[config.mk]
export PLATFORM = sky130hd
export DESIGN_NAME = lfucd_ram
export DESIGN_NICKNAME = d
export VERILOG_FILES = /design/src/hw/rtl/lfucd_ram.sv
export SDC_FILE = /design/constraint.sdc
export NUM_CORES = 1
export LEC_CHECK = 0
export ABC_AREA = 1
export CAP_MARGIN = 25
export CORE_MARGIN = 4
export CORE_UTILIZATION = 45
export DETAILED_ROUTE_END_ITERATION = 7
export DONT_BUFFER_PORTS = 1
export GPL_ROUTABILITY_DRIVEN = 0
export HOLD_SLACK_MARGIN = 0.03
export PLACE_DENSITY = 0.71
export SYNTH_ARGS = -nofsm -noshare
export SYNTH_HDL_FRONTEND = slang
export SYNTH_SLANG_ARGS = --single-unit
[constraint.sdc]
create_clock -name i_clk -period 1.9 [get_ports i_clk]
set_clock_uncertainty 0.05 [all_clocks]
set_input_delay 0.57 -clock i_clk [delete_from_list [all_inputs] [get_ports i_clk]]
set_output_delay 0.57 -clock i_clk [all_outputs]
set_load 0.1 [all_outputs]
[src/hw/rtl/lfucd_ram.sv]
// Generic single-port-write, single-port-read RAM with registered read data.
// Stand-alone; no package dependency.
`default_nettype none

module lfucd_ram #(
    parameter int WIDTH = 8,
    parameter int DEPTH = 16
) (
    input  wire logic                     i_clk,
    input  wire logic                     i_we,
    input  wire logic [$clog2(DEPTH)-1:0] i_waddr,
    input  wire logic [WIDTH-1:0]         i_wdata,
    input  wire logic [$clog2(DEPTH)-1:0] i_raddr,
    output logic      [WIDTH-1:0]         o_rdata
);

    logic [WIDTH-1:0] r_mem [DEPTH];

    // Write port and registered read port
    always_ff @(posedge i_clk) begin
        if (i_we) begin
            r_mem[i_waddr] <= i_wdata;
        end
        o_rdata <= r_mem[i_raddr];
    end

endmodule

`default_nettype wire

==> out/qor.csv <==
metric,value,unit
max_stage_delay,360,ps
synth_mux_area_frac,0,
setup.worst_path.end_class,output pin,
yosysSeqAreaShare,0.6943,
cts_tree,done,
violations,DRC,
crit_type,reg -> out,
syn_nets,569,
syn_inst,551,
synth_compound_area_frac,0,
hold_viol,0,
grt_pass1_wl,19.57,mm
fin_crit,1692,ps
clk_latency,410,ps
grt_max_degree,66,
p_per_area,1081,mW/mm^2
ys_seq_elements,136,
cts.repair.resized,0,
grt_pass1_vias,3648,
yosys.area_share.simple,0.2105,
antenna_cells,0,
drc,1,
final_common_cell,nand2_1,
layout.cells.most_common_list,"nand2_1 (173), edfxtp_1 (128), inv_1 (100)",
firstDrtPassIters,8,
crit_fanout,1,
cts_hold_buf,0,
dp_hpwl,7.816,mm
via_per_inst,5.036,
cts_root_buf,clkbuf_16,
h-tree-depth,4,
ios,26,
setup_violations,0,
cts_setup_buffers,0,
synthXorXnorAreaFrac,0,
grt_overflow_total,0,
drt_iter0_markers,425,
fin_nets,592,
status,"finished, violations left",
ant_nets,0,
cts_sinks,136,
io_buffers,0,
cp_top_family,flip-flops,
core-area,0.01257,sq mm
crit_buf_inv,1,
whs,208.1,ps
synth_top_family_by_area,simple AND/OR/NAND/NOR gates,
die_area,0.01469,sq mm
wl,12.69,mm
synth_area,0.005767,sq mm
hp-class,in -> reg,
p_leak,2.854,nW
ir_drop,0.0005839,V
critPathArrivalTime,1070,ps
drive_above_1_share,0.09710,
critPathRequiredTime,1280,ps
numCtsBuffers,17,
clkTransAtPathRegs,50,ps
post-route-period-util,0.8906,
area_growth,15.10,%
tightest_slew,607.5,ps
die_y,121.2,um
rsz0062_at_grt,no,
track_usage,0.1799,
placementRows,41,
avgSynthCellArea,10.47,sq um
cp-start-kind,flip-flop,
maxCapViolations,0,
tns,0,ps
yosys_warnings,0,
synthAdderAreaFrac,0,
slowest_stage,dfxtp_1,
detail_route.wl_per_cell,16.72,um
netlist-cell-type-count,12,
max_freq,591.0,MHz
fp.dieW,121.2,um
path_cells,buf_4,
clock_path_buffers,2,
max_slew_margin,0.5946,
start_util,0.4588,
vias,3822,
antenna_found_initial,0,
drv_slew,0,
-- power by group --
group / switching (mW) / internal (mW) / total [mW]
logic: 0.323 / 0.116 / 0.439
clock network: 1.16 / 2.19 / 3.36
registers: 0.0244 / 3.36 / 3.38
-- routing by layer --
layer  global-route usage  share of wire  vias to the layer above
met5                    0              0                        -
met4              0.04622          0.013                        0
met3              0.04848          0.077                       13
met1               0.2277           0.40                     1825
li1                     -              -                     1819
met2               0.3081           0.51                      165
-- state kept, by name, summed over array words and instances (netlist names) --
signal / count
o_rdata: 8
r_mem: 128
-- worst paths after layout --
path	startpoint	endpoint	slack, ps	cells past startpoint
hold reg to reg	r_mem[2][3]$_DFFE_PP_	o_rdata[3]$_DFF_P_	630	6
setup / recovery	o_rdata[4]$_DFF_P_	o_rdata[4]	210	1
setup reg to reg	r_mem[3][5]$_DFFE_PP_	o_rdata[5]$_DFF_P_	820	6
hold / removal	i_wdata[5]	r_mem[3][5]$_DFFE_PP_	210	0
-- logic make-up (layout without fill, tap and decap cells) --
| group | count (synthesis) | in the layout |
|---|---|---|
| buffers and inverters | 126 | 162 |
| AND/OR/NAND/NOR | 289 | 289 |
| flip-flops | 136 | 136 |
-- per-stage QoR --
stage	utilization	instances	setup slack, ps	area [sq um]	power (mW)
2_1_floorplan	-	551	329.2	5767	3.812
3_3_place_gp	0.4794	727	291.5	6026	3.871
3_5_place_dp	0.4794	727	279.2	6026	3.877
4_1_cts	0.5281	759	204.6	6638	7.197
5_1_grt	0.5281	759	177.0	6638	7.400
6_report	0.5281	759	207.9	6638	7.176
-- synth_stat cells --
| master | n | area (sq um) |
|---|---|---|
| dfxtp_1 | 8 | 160.2 |
| nand3_1 | 97 | 485.5 |
| edfxtp_1 | 128 | 3844 |
| nand2_1 | 173 | 649.4 |
| nand3b_1 | 2 | 15.01 |
| buf_1 | 1 | 3.750 |
| inv_1 | 100 | 375.4 |
| nor2_1 | 17 | 63.81 |
| buf_4 | 4 | 30.03 |
| buf_6 | 6 | 67.56 |
| buf_2 | 13 | 65.06 |
| inv_2 | 2 | 7.510 |
-- final cells by class --
class / count / area, sq um
well taps: 172 / 215.2
clock buffers: 20 / 436.7
inverters: 102 / 382.9
clock inverters: 12 / 175.2
fillers: 1047 / 5931
flip-flops and latches: 136 / 4004
repair buffers: 28 / 210.2
multi-input cells: 289 / 1214
Power figures use the tool's default switching activity.
